File: config.mk
export PLATFORM = sky130hd
export DESIGN_NAME = page_replacement_policy_unit
export DESIGN_NICKNAME = d
export VERILOG_FILES = /design/src/rtl/prpu_pkg.sv /design/src/rtl/page_replacement_policy_unit.sv
export SDC_FILE = /design/constraint.sdc
export NUM_CORES = 1
export LEC_CHECK = 0
export BUFFER_PORTS_ARGS = -buffer_cell sky130_fd_sc_hd__buf_2
export CAP_MARGIN = 20
export CORE_ASPECT_RATIO = 2
export CORE_MARGIN = 10
export CORE_UTILIZATION = 55
export CTS_CLUSTER_SIZE = 24
export DETAILED_ROUTE_END_ITERATION = 10
export GPL_TIMING_DRIVEN = 1
export PLACE_DENSITY = 0.68
export SYNTH_ARGS = -nofsm -noshare
export SYNTH_HDL_FRONTEND = slang
export SYNTH_SLANG_ARGS = --single-unit
export TNS_END_PERCENT = 20
File: constraint.sdc
create_clock -name clk -period 6.98 [get_ports clk]
set_input_delay 1.047 -clock clk [delete_from_list [all_inputs] [get_ports clk]]
set_output_delay 1.047 -clock clk [all_outputs]
set_load 0.01 [all_outputs]
File: src/rtl/prpu_pkg.sv
// Package: shared types and codes for the page replacement unit.
package prpu_pkg;

    localparam int FRAMES = 4;
    localparam int PAGES  = 16;

    typedef enum logic [1:0] {
        POL_FIFO = 2'd0,
        POL_LFU  = 2'd1,
        POL_MFU  = 2'd2,
        POL_LRU  = 2'd3
    } policy_t;

    typedef enum logic [2:0] {
        ST_IDLE,
        ST_LOOKUP,
        ST_SCAN,
        ST_SHIFT,
        ST_LOAD,
        ST_OUT
    } state_t;

endpackage

File: src/rtl/page_replacement_policy_unit.sv
// Top level: page replacement unit with a frame-by-frame sequencer.
//
// Usage: one input channel (in_valid/in_ready) carries page_index and
// reference_time; one output channel (out_valid/out_ready) returns was_miss,
// evicted_valid, evicted_page and frame_slot, one result item per item.
// policy_reg is written through cfg_we/cfg_data; the user must write it only
// while the block is idle; the block itself does not enforce this. A hit walks
// the frames in LOOKUP and stops at the match; a fill passes LOOKUP and LOAD;
// an eviction passes LOOKUP, SCAN, SHIFT (to the last frame for FIFO, LFU, MFU)
// and LOAD: the victim scan and the shift walk one frame per cycle through one
// shared comparator and one frame move. The result then waits in the output
// register; in_ready is low until it is taken and rises the cycle after, so
// a stalled receiver holds the whole block. Reset clears the use counts,
// resident flags, fill count and policy; frame contents are written before
// they are read.
// Use counts persist across evictions and saturate at all ones.
module page_replacement_policy_unit
    import prpu_pkg::*;
(
    input  logic        clk,
    input  logic        rst_n,
    input  logic        cfg_we,
    input  logic [1:0]  cfg_data,
    input  logic        in_valid,
    output logic        in_ready,
    input  logic [3:0]  page_index,
    input  logic [15:0] reference_time,
    output logic        out_valid,
    input  logic        out_ready,
    output logic        was_miss,
    output logic        evicted_valid,
    output logic [3:0]  evicted_page,
    output logic [1:0]  frame_slot
);

    localparam int FW = $clog2(FRAMES);
    localparam int PW = (PAGES > 1) ? $clog2(PAGES) : 1;
    localparam int CW = $clog2(FRAMES + 1);

    state_t state_reg, state_next;
    policy_t policy_reg;

    logic [3:0]  frame_page_reg  [FRAMES];
    logic [15:0] frame_stamp_reg [FRAMES];
    logic [15:0] use_count_reg   [PAGES];
    logic [PAGES-1:0] resident_reg;
    logic [CW-1:0] filled_reg;

    logic [PW-1:0] page_reg;
    logic [15:0]   time_reg;
    logic [FW-1:0] idx_reg, idx_next;
    logic [FW-1:0] vic_reg, vic_next;
    logic          miss_reg, evv_reg;
    logic [3:0]    evp_reg;
    logic [FW-1:0] slot_reg;

    logic [PW-1:0] pg_in;
    logic [PW-1:0] fp_idx, fv_idx;
    logic [15:0]   cnt_i, cnt_v;
    logic          take;

    always_comb
    begin
        pg_in = PW'(32'(page_index) % PAGES);
        fp_idx = PW'(32'(frame_page_reg[idx_reg]) % PAGES);
        fv_idx = PW'(32'(frame_page_reg[vic_reg]) % PAGES);
        cnt_i = use_count_reg[fp_idx];
        cnt_v = use_count_reg[fv_idx];
        // shared comparator, sense chosen by the policy
        case (policy_reg)
            POL_LFU: take = (cnt_i <= cnt_v);
            POL_MFU: take = (cnt_i >= cnt_v);
            POL_LRU: take = (frame_stamp_reg[idx_reg] < frame_stamp_reg[vic_reg]);
            default: take = 1'b0;
        endcase
    end

    assign in_ready = (state_reg == ST_IDLE);
    assign out_valid = (state_reg == ST_OUT);
    assign was_miss = miss_reg;
    assign evicted_valid = evv_reg;
    assign evicted_page = evp_reg;
    assign frame_slot = 2'(slot_reg);

    always_comb
    begin
        state_next = state_reg;
        idx_next = idx_reg;
        vic_next = vic_reg;
        case (state_reg)
            ST_IDLE:
            begin
                idx_next = '0;
                if (in_valid) state_next = ST_LOOKUP;
            end
            ST_LOOKUP:
            begin
                if (resident_reg[page_reg])
                begin
                    if (frame_page_reg[idx_reg] == 4'(page_reg)
                        || 32'(idx_reg) == FRAMES - 1)
                        state_next = ST_OUT;
                    else
                        idx_next = idx_reg + 1'b1;
                end
                else if (32'(filled_reg) < FRAMES)
                    state_next = ST_LOAD;
                else
                begin
                    vic_next = '0;
                    idx_next = '0;
                    state_next = ST_SCAN;
                end
            end
            ST_SCAN:
            begin
                if (take) vic_next = idx_reg;
                if (32'(idx_reg) == FRAMES - 1)
                begin
                    state_next = ST_SHIFT;
                    idx_next = take ? idx_reg : vic_reg;
                end
                else
                    idx_next = idx_reg + 1'b1;
            end
            ST_SHIFT:
            begin
                if (policy_reg == POL_LRU || 32'(idx_reg) == FRAMES - 1)
                    state_next = ST_LOAD;
                else
                    idx_next = idx_reg + 1'b1;
            end
            ST_LOAD: state_next = ST_OUT;
            ST_OUT: if (out_ready) state_next = ST_IDLE;
            default: state_next = ST_IDLE;
        endcase
    end

    always_ff @(posedge clk or negedge rst_n)
    begin
        if (!rst_n)
        begin
            state_reg <= ST_IDLE;
            policy_reg <= POL_FIFO;
            resident_reg <= '0;
            filled_reg <= '0;
            idx_reg <= '0;
            vic_reg <= '0;
            for (int p = 0; p < PAGES; p++) use_count_reg[p] <= '0;
        end
        else
        begin
            state_reg <= state_next;
            idx_reg <= idx_next;
            vic_reg <= vic_next;
            if (cfg_we) policy_reg <= policy_t'(cfg_data);
            case (state_reg)
                ST_LOOKUP:
                begin
                    if (resident_reg[page_reg]
                        && (frame_page_reg[idx_reg] == 4'(page_reg)
                            || 32'(idx_reg) == FRAMES - 1))
                    begin
                        if (use_count_reg[page_reg] != 16'hFFFF)
                            use_count_reg[page_reg] <= use_count_reg[page_reg] + 16'd1;
                    end
                    if (!resident_reg[page_reg] && 32'(filled_reg) < FRAMES)
                        filled_reg <= filled_reg + 1'b1;
                end
                ST_SHIFT:
                    if (idx_reg == (policy_reg == POL_LRU ? idx_reg : vic_reg)
                        && !evv_reg)
                        resident_reg[fp_idx] <= 1'b0;
                ST_LOAD: resident_reg[page_reg] <= 1'b1;
                default: ;
            endcase
        end
    end

    // datapath registers, no reset
    always_ff @(posedge clk)
    begin
        case (state_reg)
            ST_IDLE:
            begin
                page_reg <= pg_in;
                time_reg <= reference_time;
                miss_reg <= 1'b0;
                evv_reg <= 1'b0;
                evp_reg <= '0;
                slot_reg <= '0;
            end
            ST_LOOKUP:
            begin
                if (resident_reg[page_reg])
                begin
                    if (frame_page_reg[idx_reg] == 4'(page_reg))
                    begin
                        slot_reg <= idx_reg;
                        if (policy_reg == POL_LRU)
                            frame_stamp_reg[idx_reg] <= time_reg;
                    end
                    else if (32'(idx_reg) == FRAMES - 1)
                    begin
                        slot_reg <= '0;
                        if (policy_reg == POL_LRU)
                            frame_stamp_reg[0] <= time_reg;
                    end
                end
                else
                begin
                    miss_reg <= 1'b1;
                    slot_reg <= FW'(filled_reg);
                end
            end
            ST_SHIFT:
            begin
                if (!evv_reg)
                begin
                    evv_reg <= 1'b1;
                    evp_reg <= frame_page_reg[idx_reg];
                end
                if (policy_reg == POL_LRU)
                    slot_reg <= idx_reg;
                else
                begin
                    slot_reg <= FW'(FRAMES - 1);
                    if (32'(idx_reg) != FRAMES - 1)
                    begin
                        frame_page_reg[idx_reg] <= frame_page_reg[idx_reg + 1'b1];
                        frame_stamp_reg[idx_reg] <= frame_stamp_reg[idx_reg + 1'b1];
                    end
                end
            end
            ST_LOAD:
            begin
                frame_page_reg[slot_reg] <= 4'(page_reg);
                frame_stamp_reg[slot_reg] <= time_reg;
            end
            default: ;
        endcase
    end

endmodule

# After elaboration in Yosys (flattened, before gate mapping)
# Memories as Yosys holds them, arrays and structs flattened.
# Cells that the tools add are included.
# Widths: inputs -> output; s select.
[classes]
add_sub_neg = 3
n_mul = 0
n_div = 0
magnitude_cmp = 12
eq_ne = 26
n_shift = 0
n_mux = 75
bitwise = 7
reduce_logical = 29
[op_table]
columns = ["operator", "n"]
rows = [
  ["$bwmux 256", 1],
  ["$bmux 16 s4", 3],
  ["$mux 16", 11],
  ["$demux 16 s4", 1],
  ["$pmux 16 s2", 1],
  ["$reduce_or 16->1", 2],
  ["$mux 2", 15],
  ["$mux 1", 23],
  ["$mux 3", 7],
  ["$ne 2x2->1 const B", 9],
  ["$pmux 3 s6", 1],
  ["$add 16x1->16 const B", 1],
  ["$and 16x16->16", 1],
  ["$ge 16x16->1", 1],
  ["$le 16x16->1", 1],
  ["$lt 16x16->1", 1],
  ["$ne 16x16->1 const B", 1],
  ["$not 16->16", 1],
  ["$or 16x16->16", 1],
  ["$ge 5x5->1 const B", 3],
  ["$not 4->5", 3],
  ["$lt 4x5->1 const B", 2],
  ["$reduce_and 2->1", 5],
  ["$ne 3x3->1 const B", 3],
  ["other kinds (35)", 54],
]
[word_totals]
register_bits = 312
latch_bits = 0
ramBits = 80
rom_bits = 0
input_bits = 27
output_inout_bits = 10
elab_cells = 182
memories = 2
[memory_table]
columns = ["memory", "words", "width", "rd", "rd_ports_with_merged_regs", "write_ports", "line", "text"]
rows = [
  ["frame_stamp_reg", 4, 16, 3, 0, 1, "page_replacement_policy_unit.sv:44", "logic [15:0] frame_stamp_reg [FRAMES];"],
  ["frame_page_reg", 4, 4, 3, 0, 1, "page_replacement_policy_unit.sv:43", "logic [3:0] frame_page_reg [FRAMES];"],
]

# Logic depth before layout (Yosys ltp)
# Gate-level depths: netlist of the first run.
[depth]
word_depth = 10
depth_mapped = 17
mapped_depth_nobuf = 13

# Worst setup path before layout of the first run
# Ideal clock, no wire load.
[synth_timing]
kind = "register to register"
from = "register vic_reg[0]"
to = "register idx_reg[0]"
setup_time_ns = 0.082
arrival_time_ns = 4.350
t_required_ns = 6.898
path_slack_ns = 2.548
stages_incl_launch_ff = 16
n_path_buf = 3
synth_period_minus_slack_ns = 4.432
path_cell_list = "dfrtp_1 -> buf_2 -> mux4_2 -> clkbuf_1 -> buf_1 -> mux4_2 -> mux2_2 -> a21oi_1 -> ha_1 -> a21o_1 -> a21o_1 -> a21oi_1 -> o211ai_1 -> o211a_1 -> or4_1 -> a31oi_1"
[synth_via]
elab_chain_len = 10
word_cells_on_any_way = 13
classes_between = "order compare (3); mux (7); bitwise (1); memory (2)"
[synth_lines]
columns = ["element", "line", "text"]
rows = [
  ["from (decl)", "page_replacement_policy_unit.sv:52", "logic [FW-1:0] vic_reg, vic_next;"],
  ["from (signal assigned)", "page_replacement_policy_unit.sv:155", "vic_reg <= vic_next;"],
  ["$mem_v2 4x4", "-", ""],
  ["$not 4->5 (implied by the code)", "page_replacement_policy_unit.sv:68", "cnt_v = use_count_reg[fv_idx];"],
  ["$bmux 16 s4", "page_replacement_policy_unit.sv:68", ""],
  ["$mux 16 (implied by the code) (2 in series)", "page_replacement_policy_unit.sv:68", ""],
  ["$ge 16x16->1 / $le 16x16->1 (equally long branches)", "page_replacement_policy_unit.sv:72, page_replacement_policy_unit.sv:71", ""],
  ["$pmux 1 s3", "page_replacement_policy_unit.sv:70", "case (policy_reg)"],
  ["$mux 2 (*)", "-", ""],
  ["$mux 2 (*)", "page_replacement_policy_unit.sv:118", "if (32'(idx_reg) == FRAMES - 1)"],
  ["$pmux 2 s4 (*)", "page_replacement_policy_unit.sv:90", "case (state_reg)"],
  ["to (signal assigned)", "page_replacement_policy_unit.sv:154", "idx_reg <= idx_next;"],
  ["to (decl)", "page_replacement_policy_unit.sv:51", "logic [FW-1:0] idx_reg, idx_next;"],
]
# Every way passes the cells marked *; elsewhere a longest branch is shown, timed or not. The select of a mux whose other input is x is not followed.
# A chain may end at the register's enable or synchronous reset.

# Final worst setup path of the first run
[layout_timing]
from = "register idx_reg[1]"
to = "register idx_reg[0]"
[layout_via]
elab_chain_len = 10
word_cells_on_any_way = 20
classes_between = "order compare (3); eq/ne (4); mux (7); bitwise (1); reduce/logical (3); memory (2)"
[layout_lines]
columns = ["element", "line", "text"]
rows = [
  ["$mem_v2 4x4", "-", ""],
  ["$not 4->5 (implied by the code)", "page_replacement_policy_unit.sv:67", "cnt_i = use_count_reg[fp_idx];"],
  ["$bmux 16 s4", "page_replacement_policy_unit.sv:67", ""],
  ["$mux 16 (implied by the code) (2 in series)", "page_replacement_policy_unit.sv:67", ""],
  ["$ge 16x16->1 / $le 16x16->1 (equally long branches)", "page_replacement_policy_unit.sv:72, page_replacement_policy_unit.sv:71", ""],
  ["$pmux 1 s3", "page_replacement_policy_unit.sv:70", ""],
  ["$mux 2", "-", ""],
  ["$mux 2", "page_replacement_policy_unit.sv:118", ""],
  ["$pmux 2 s4", "page_replacement_policy_unit.sv:90", ""],
]
# Several ways; a longest one is shown, not always the timed one. The select of a mux whose other input is x is not followed.

==> impl_metrics.env, run 1 <==
export IMPL_tritoncts="done"
export IMPL_slowest_delay_ps=810
export IMPL_crit_type="flop to flop"
export IMPL_synthAdderAreaFrac_pct=1.76
export IMPL_power_switching_mw=3.47
export IMPL_rows=108
export IMPL_combPwrFrac_pct=44.2
export IMPL_die_w_um=168
export IMPL_grt_start_max_net_pins=180
export IMPL_rsz0062_at_grt="no"
export IMPL_syn_area_per_cell_um2=14.9
export IMPL_synth_compound_area_share_pct=4.54
export IMPL_reg2reg_setup_slack_ps=1530
export IMPL_max_slew_margin_rel_pct=25.2
export IMPL_grt_pass1_wl_mm=103
export IMPL_finalHoldViolations=0
export IMPL_ctsHoldBuffers=0
export IMPL_numCtsBuffers=37
export IMPL_port_buffers=36
export IMPL_crit_path_frequent_cell="a211oi_1"
export IMPL_drive_above_1_share_pct=43.0
export IMPL_final_nets=1671
export IMPL_cp_required_ps=7430
export IMPL_synth_xor_area_share_pct=0.762
export IMPL_grt_pass1_vias=16400
export IMPL_worst_path_buf_inv=1
export IMPL_wl_mm=67.8
export IMPL_synthCells=1615
export IMPL_synthSimpleGateAreaFrac_pct=5.79
export IMPL_min_path_type="flop to flop"
export IMPL_gr_total_overflow=0
export IMPL_async_reset_ff_share_pct=72.4
export IMPL_cp_slowest_cell="dfrtp_1"
export IMPL_ys_types=68
export IMPL_via_count=15300
export IMPL_clk_latency_ps=540
export IMPL_swShare_pct=39.2
export IMPL_crit_path_max_fanout=23
export IMPL_wl_per_cell_um=31.0
export IMPL_p_int_mw=5.38
export IMPL_die_area_mm2=0.0532
export IMPL_tns_ps=0
export IMPL_fp_dieH_um=316
export IMPL_leakage_nw=11.2
export IMPL_finalSetupViolCount=0
export IMPL_largest_register_ffs=256
export IMPL_ant_nets=0
export IMPL_pwr_share_clk_pct=23.0
export IMPL_h_tree_depth=2
export IMPL_fmaxAchievable_ghz=0.184
export IMPL_outcome="complete, no violations"
export IMPL_fin_skew_ps=15.9
export IMPL_drt_initial_drc_count=1249
export IMPL_share_seq_of_total_power_pct=32.9
export IMPL_maxCapViolCount=0
export IMPL_synthesis_area_mm2=0.0241
export IMPL_ff2ff_path_depth=12
export IMPL_r2r_start="idx_reg[1]$_DFFE_PN0P_"
export IMPL_cts_root_buf="clkbuf_16"
export IMPL_worst_path_stages=12
export IMPL_viasPerCell=7.01
export IMPL_crit_path_end_kind="flop"
export IMPL_dp_hpwl_mm=44.6
export IMPL_grt_usage_pct=25.5
export IMPL_cts_setup_buffers=0
export IMPL_crit_chain="mux4_4 > buf_4 > mux4_2 > nor2b_1 > a211oi_1 > a21oi_1 > ha_1 > nand4_1 > or4_1 > a211oi_1 > o311ai_0 > a31oi_1"
export IMPL_start_util_pct=55.6
export IMPL_gp_congestion=0.969
export IMPL_crit_family="compound AO/OA/AOI/OAI gates"
export IMPL_cts_sinks=392
export IMPL_power_density_mw_per_mm2=342
export IMPL_antenna_found_initial=1
export IMPL_syn_num_nets=1676
export IMPL_total_power_mw=8.85
export IMPL_worst_pin_slew_ps=1110
export IMPL_final_area_mm2=0.0259
export IMPL_finalCritPeriodShare_pct=78.0
export IMPL_min_period_ps=5450
export IMPL_io_pins=37
export IMPL_drc=0
export IMPL_synth_top_family_by_area="multiplexers"
export IMPL_place_area_mm2=0.0246
export IMPL_cp_startpoint="idx_reg[1]$_DFFE_PN0P_"
export IMPL_ys_ff_latch=392
export IMPL_crit_path_start_kind="flop"
export IMPL_synth_enable_flop_cells=108
export IMPL_r2r_end="idx_reg[0]$_DFFE_PN0P_"
export IMPL_cts_buffer_depth=3
export IMPL_dr_pass1_iters=5
export IMPL_cts_resized_gates=0
export IMPL_ys_seq_area_share_pct=42.9
export IMPL_core_area_mm2=0.0434
export IMPL_cp_data_arrival_time_ps=5890
export IMPL_crit_path_end="idx_reg[0]$_DFFE_PN0P_"
export IMPL_clk_pin_slew_ps=70
export IMPL_slew_violations=0
export IMPL_area_growth_pct=7.24
export IMPL_synth_ff_type="dfrtp_1"
export IMPL_synth_area_mux_share_pct=40.4
export IMPL_ir_worst_vdd_uv=288
export IMPL_synth_warning_count=0
-- cell usage after synthesis, types with 15 or more instances --
cell | number | area share [%]
mux2_2 | 178 | 8.3
inv_1 | 27 | 0.42
mux4_1 | 15 | 1.6
mux2_4 | 96 | 6.0
a21oi_1 | 77 | 1.6
a211oi_1 | 18 | 0.56
nor2_1 | 49 | 0.76
nand2_1 | 93 | 1.4
mux2i_1 | 38 | 1.6
o21ai_0 | 20 | 0.41
dfrtp_1 | 284 | 29
edfxtp_1 | 108 | 13
clkbuf_1 | 51 | 0.79
a22oi_1 | 22 | 0.68
mux4_2 | 244 | 23
buf_1 | 25 | 0.39
ha_1 | 34 | 1.8
nor2b_1 | 25 | 0.65
buf_2 | 23 | 0.48
-- metrics by stage --
stage / worst slack, ps / cells / hold WS, ps / utilization [%]
floorplan: 2550 / 1615 / 463 / -
global placement: 1650 / 2110 / 484 / 56.6
detailed placement: 1560 / 2112 / 500 / 56.7
CTS: 1540 / 2175 / 507 / 59.4
global route: 1230 / 2184 / 532 / 59.7
finish: 1530 / 2185 / 501 / 59.7
-- layer usage --
metal	global-route usage (%)	wire [um]	vias to the layer above
met5	0	17	-
met4	16.4	5030	2
met3	3.66	3550	245
met2	47.0	37100	657
met1	26.3	22100	8039
li1	-	-	6370
-- placed cells by master (no fill, tap or decap), types with 38 or more instances in the layout --
| master | n |
|---|---|
| dfrtp_1 | 283 |
| mux2_2 | 178 |
| buf_4 | 43 |
| edfxtp_1 | 108 |
| mux2i_1 | 38 |
| nor2_1 | 49 |
| mux2_4 | 96 |
| mux4_2 | 240 |
| nand2_1 | 93 |
| a21oi_1 | 77 |
-- power by group through the flow --
stage	clock network (mW)	registers (mW)	logic (mW)
after floorplan	0	2.85	2.76
after global placement	0	2.93	3.81
after detailed placement	0	2.96	3.88
after CTS	2.07	2.91	3.89
after global routing	2.15	2.93	4.13
final	2.03	2.91	3.91
-- cells by family after synthesis --
logic type,Yosys count
adder cells (fa/ha/maj),34
flip-flops,392
buffers and inverters,157
multiplexers,575
AND/OR/NAND/NOR,262
XOR/XNOR,21
AO/OA/AOI/OAI,174
-- cell type report --
type / count / area, um^2
fill: 3308 / 17500
multi-input combinational: 1066 / 12900
sequential: 392 / 10400
clock buffer: 48 / 1060
tap: 550 / 688
timing repair buffer: 86 / 659
clock inverter: 15 / 131
inverter: 27 / 101
antenna: 1 / 2.50
-- worst min-delay path by stage --
stage,from,end,slack (ps),depth (start not counted)
3_3_place_gp,filled_reg[0]$_DFFE_PN0P_,filled_reg[0]$_DFFE_PN0P_,480,1
5_1_grt,filled_reg[0]$_DFFE_PN0P_,filled_reg[0]$_DFFE_PN0P_,530,1
3_5_place_dp,filled_reg[0]$_DFFE_PN0P_,filled_reg[0]$_DFFE_PN0P_,500,1
4_1_cts,filled_reg[0]$_DFFE_PN0P_,filled_reg[0]$_DFFE_PN0P_,510,1
6_report,filled_reg[0]$_DFFE_PN0P_,filled_reg[0]$_DFFE_PN0P_,500,1
2_1_floorplan,filled_reg[0]$_DFFE_PN0P_,filled_reg[0]$_DFFE_PN0P_,460,1
Note: power is estimated with default switching activity, not from simulation.
==> inputs of run 2 (changes only) <==
==> constraint.sdc (replaced) <==
create_clock -name clk -period 5.4 [get_ports clk]
set_input_delay 0.81 -clock clk [delete_from_list [all_inputs] [get_ports clk]]
set_output_delay 0.81 -clock clk [all_outputs]
set_load 0.01 [all_outputs]
==> run 2 against run 1 <==
  * Total power increased by 34%
  * Worst setup slack got worse by 1200 ps
  * Clock power increased by 44%
  * Via count rose by 2.0%
  * Hold slack got worse by 270 ps
  * First-iteration DRC count rose by 16%
  * Fmax up 7.1%
  * Register-to-register slack worse by 1200 ps
  * Wire length grew 2.5%
  * Sequential power increased by 29%
  * Highest routed layer is now met4
==> impl_metrics.env, run 2 (synthesis gave the netlist of run 1 again) <==
export IMPL_p_int_mw=7.27
export IMPL_n_antenna_cell=0
export IMPL_worst_pin_slew_ps=1050
export IMPL_start_util_pct=55.6
export IMPL_crit_type="flop to flop"
export IMPL_dr_pass1_iters=5
export IMPL_cts_setup_buffers=0
export IMPL_antenna_found_initial=0
export IMPL_clk_latency_ps=560
export IMPL_cp_startpoint="idx_reg[0]$_DFFE_PN0P_"
export IMPL_crit_path_max_fanout=43
export IMPL_outcome="complete, no violations"
export IMPL_leakage_nw=11.3
export IMPL_drc=0
export IMPL_cts_resized_gates=0
export IMPL_final_common_cell="dfrtp_1"
export IMPL_clk_pin_slew_ps=70
export IMPL_cts_buffer_depth=3
export IMPL_maxCapViolCount=0
export IMPL_drive_above_1_share_pct=43.7
export IMPL_ir_worst_vdd_uv=342
export IMPL_crit_path_frequent_cell="a21oi_1"
export IMPL_combPwrFrac_pct=43.6
export IMPL_gp_congestion=0.920
export IMPL_worst_path_buf_inv=2
export IMPL_power_density_mw_per_mm2=452
export IMPL_max_slew_margin_rel_pct=29.5
export IMPL_cp_data_arrival_time_ps=5540
export IMPL_cp_required_ps=5860
export IMPL_drt_initial_drc_count=1443
export IMPL_area_growth_pct=8.38
export IMPL_final_nets=1690
export IMPL_wl_per_cell_um=31.5
export IMPL_gr_total_overflow=0
export IMPL_cts_root_buf="clkbuf_16"
export IMPL_fin_ws_ps=316
export IMPL_slew_violations=0
export IMPL_finalCritPeriodShare_pct=94.2
export IMPL_via_count=15600
export IMPL_die_area_mm2=0.0532
export IMPL_power_switching_mw=4.56
export IMPL_pwr_share_clk_pct=24.8
export IMPL_tritoncts="done"
export IMPL_fin_cells=2208
export IMPL_io_pins=37
export IMPL_cts_sinks=392
export IMPL_fp_dieH_um=316
export IMPL_viasPerCell=7.07
export IMPL_cp_slowest_cell="mux4_4"
export IMPL_final_util_pct=60.3
export IMPL_n_fill_cell=3338
export IMPL_grt_start_max_net_pins=130
export IMPL_fmaxAchievable_ghz=0.197
export IMPL_die_w_um=168
export IMPL_crit_path_start_kind="flop"
export IMPL_crit_path_end_kind="flop"
export IMPL_rows=108
export IMPL_dp_hpwl_mm=46.5
export IMPL_port_buffers=36
export IMPL_share_seq_of_total_power_pct=31.7
export IMPL_grt_usage_pct=26.1
export IMPL_ctsHoldBuffers=0
export IMPL_grt_pass1_vias=16900
export IMPL_finalSetupViolCount=0
export IMPL_h_tree_depth=2
export IMPL_placed_cells=2135
export IMPL_min_period_ps=5080
export IMPL_ant_nets=0
export IMPL_final_cell_mix="dfrtp_1 (283), mux4_2 (240), mux2_2 (178), edfxtp_1 (108), mux2_4 (96)"
export IMPL_r2r_start="idx_reg[0]$_DFFE_PN0P_"
export IMPL_grt_pass1_wl_mm=106
export IMPL_finalHoldViolations=0
export IMPL_post_place_ws_ps=400
export IMPL_min_path_type="primary input to async pin"
export IMPL_crit_chain="mux4_4 > buf_12 > mux4_2 > nor2b_1 > a211oi_1 > a21oi_1 > ha_1 > a21oi_1 > o21ai_0 > a21oi_1 > o211ai_1 > a211oi_1 > buf_4 > or4_1 > a31oi_1"
export IMPL_swShare_pct=38.6
export IMPL_wl_mm=69.5
export IMPL_rsz0062_at_grt="no"
export IMPL_numCtsBuffers=37
export IMPL_hold_slack_ps=227
export IMPL_tns_ps=0
export IMPL_fin_skew_ps=34.2
export IMPL_core_area_mm2=0.0434
export IMPL_crit_family="compound AO/OA/AOI/OAI gates"
export IMPL_largest_register_ffs=256
export IMPL_slowest_delay_ps=830
## run 2: layer usage
metal | part of all wire [%] | wire length (um) | vias up | GRT usage, %
li1 | - | - | 6412 | -
met1 | 33 | 22800 | 8273 | 26.7
met2 | 55 | 38500 | 687 | 48.8
met3 | 4.6 | 3190 | 241 | 3.11
met4 | 7.2 | 5000 | 0 | 16.5
met5 | 0 | 0 | - | 0
## run 2: path summary, 6_finish.rpt
| check | endpoint | slack, ps | cells past startpoint |
|---|---|---|---|
| max in group asynchronous | use_count_reg[218]$_DFFE_PN0P_ | 3920 | 2 |
| setup reg to reg | idx_reg[0]$_DFFE_PN0P_ | 320 | 15 |
| hold / removal | use_count_reg[216]$_DFFE_PN0P_ | 230 | 1 |
| setup / recovery | idx_reg[0]$_DFFE_PN0P_ | 320 | 15 |
| min in group clk | time_reg[8]$_DFFE_PP_ | 420 | 1 |
| hold reg to reg | resident_reg[14]$_DFFE_PN0P_ | 530 | 2 |
## run 2: through the flow
stage	total power, mW	instance area, um^2
final	11.8	26200
after global routing	12.3	26200
after CTS	11.9	26100
after detailed placement	8.94	24800
after global placement	8.83	24800
after floorplan	7.24	24100
## run 2: final cells by class
cell class                      instances  area (um^2)  area share (%)
Multi-Input combinational cell       1066        12900            49.3
Timing Repair Buffer                  105          783            2.99
Sequential cell                       392        10400            39.6
Clock inverter                         20          293            1.12
Tap cell                              550          688            2.63
Inverter                               27          101           0.387
Clock buffer                           48         1050            4.01
## run 2: power groups by stage
stage	Clock (mW)	Sequential (mW)	Combinational (mW)
2_1_floorplan	0	3.68	3.56
3_3_place_gp	0	3.77	5.06
3_5_place_dp	0	3.80	5.14
4_1_cts	2.96	3.74	5.16
5_1_grt	3.08	3.78	5.46
6_report	2.93	3.75	5.15
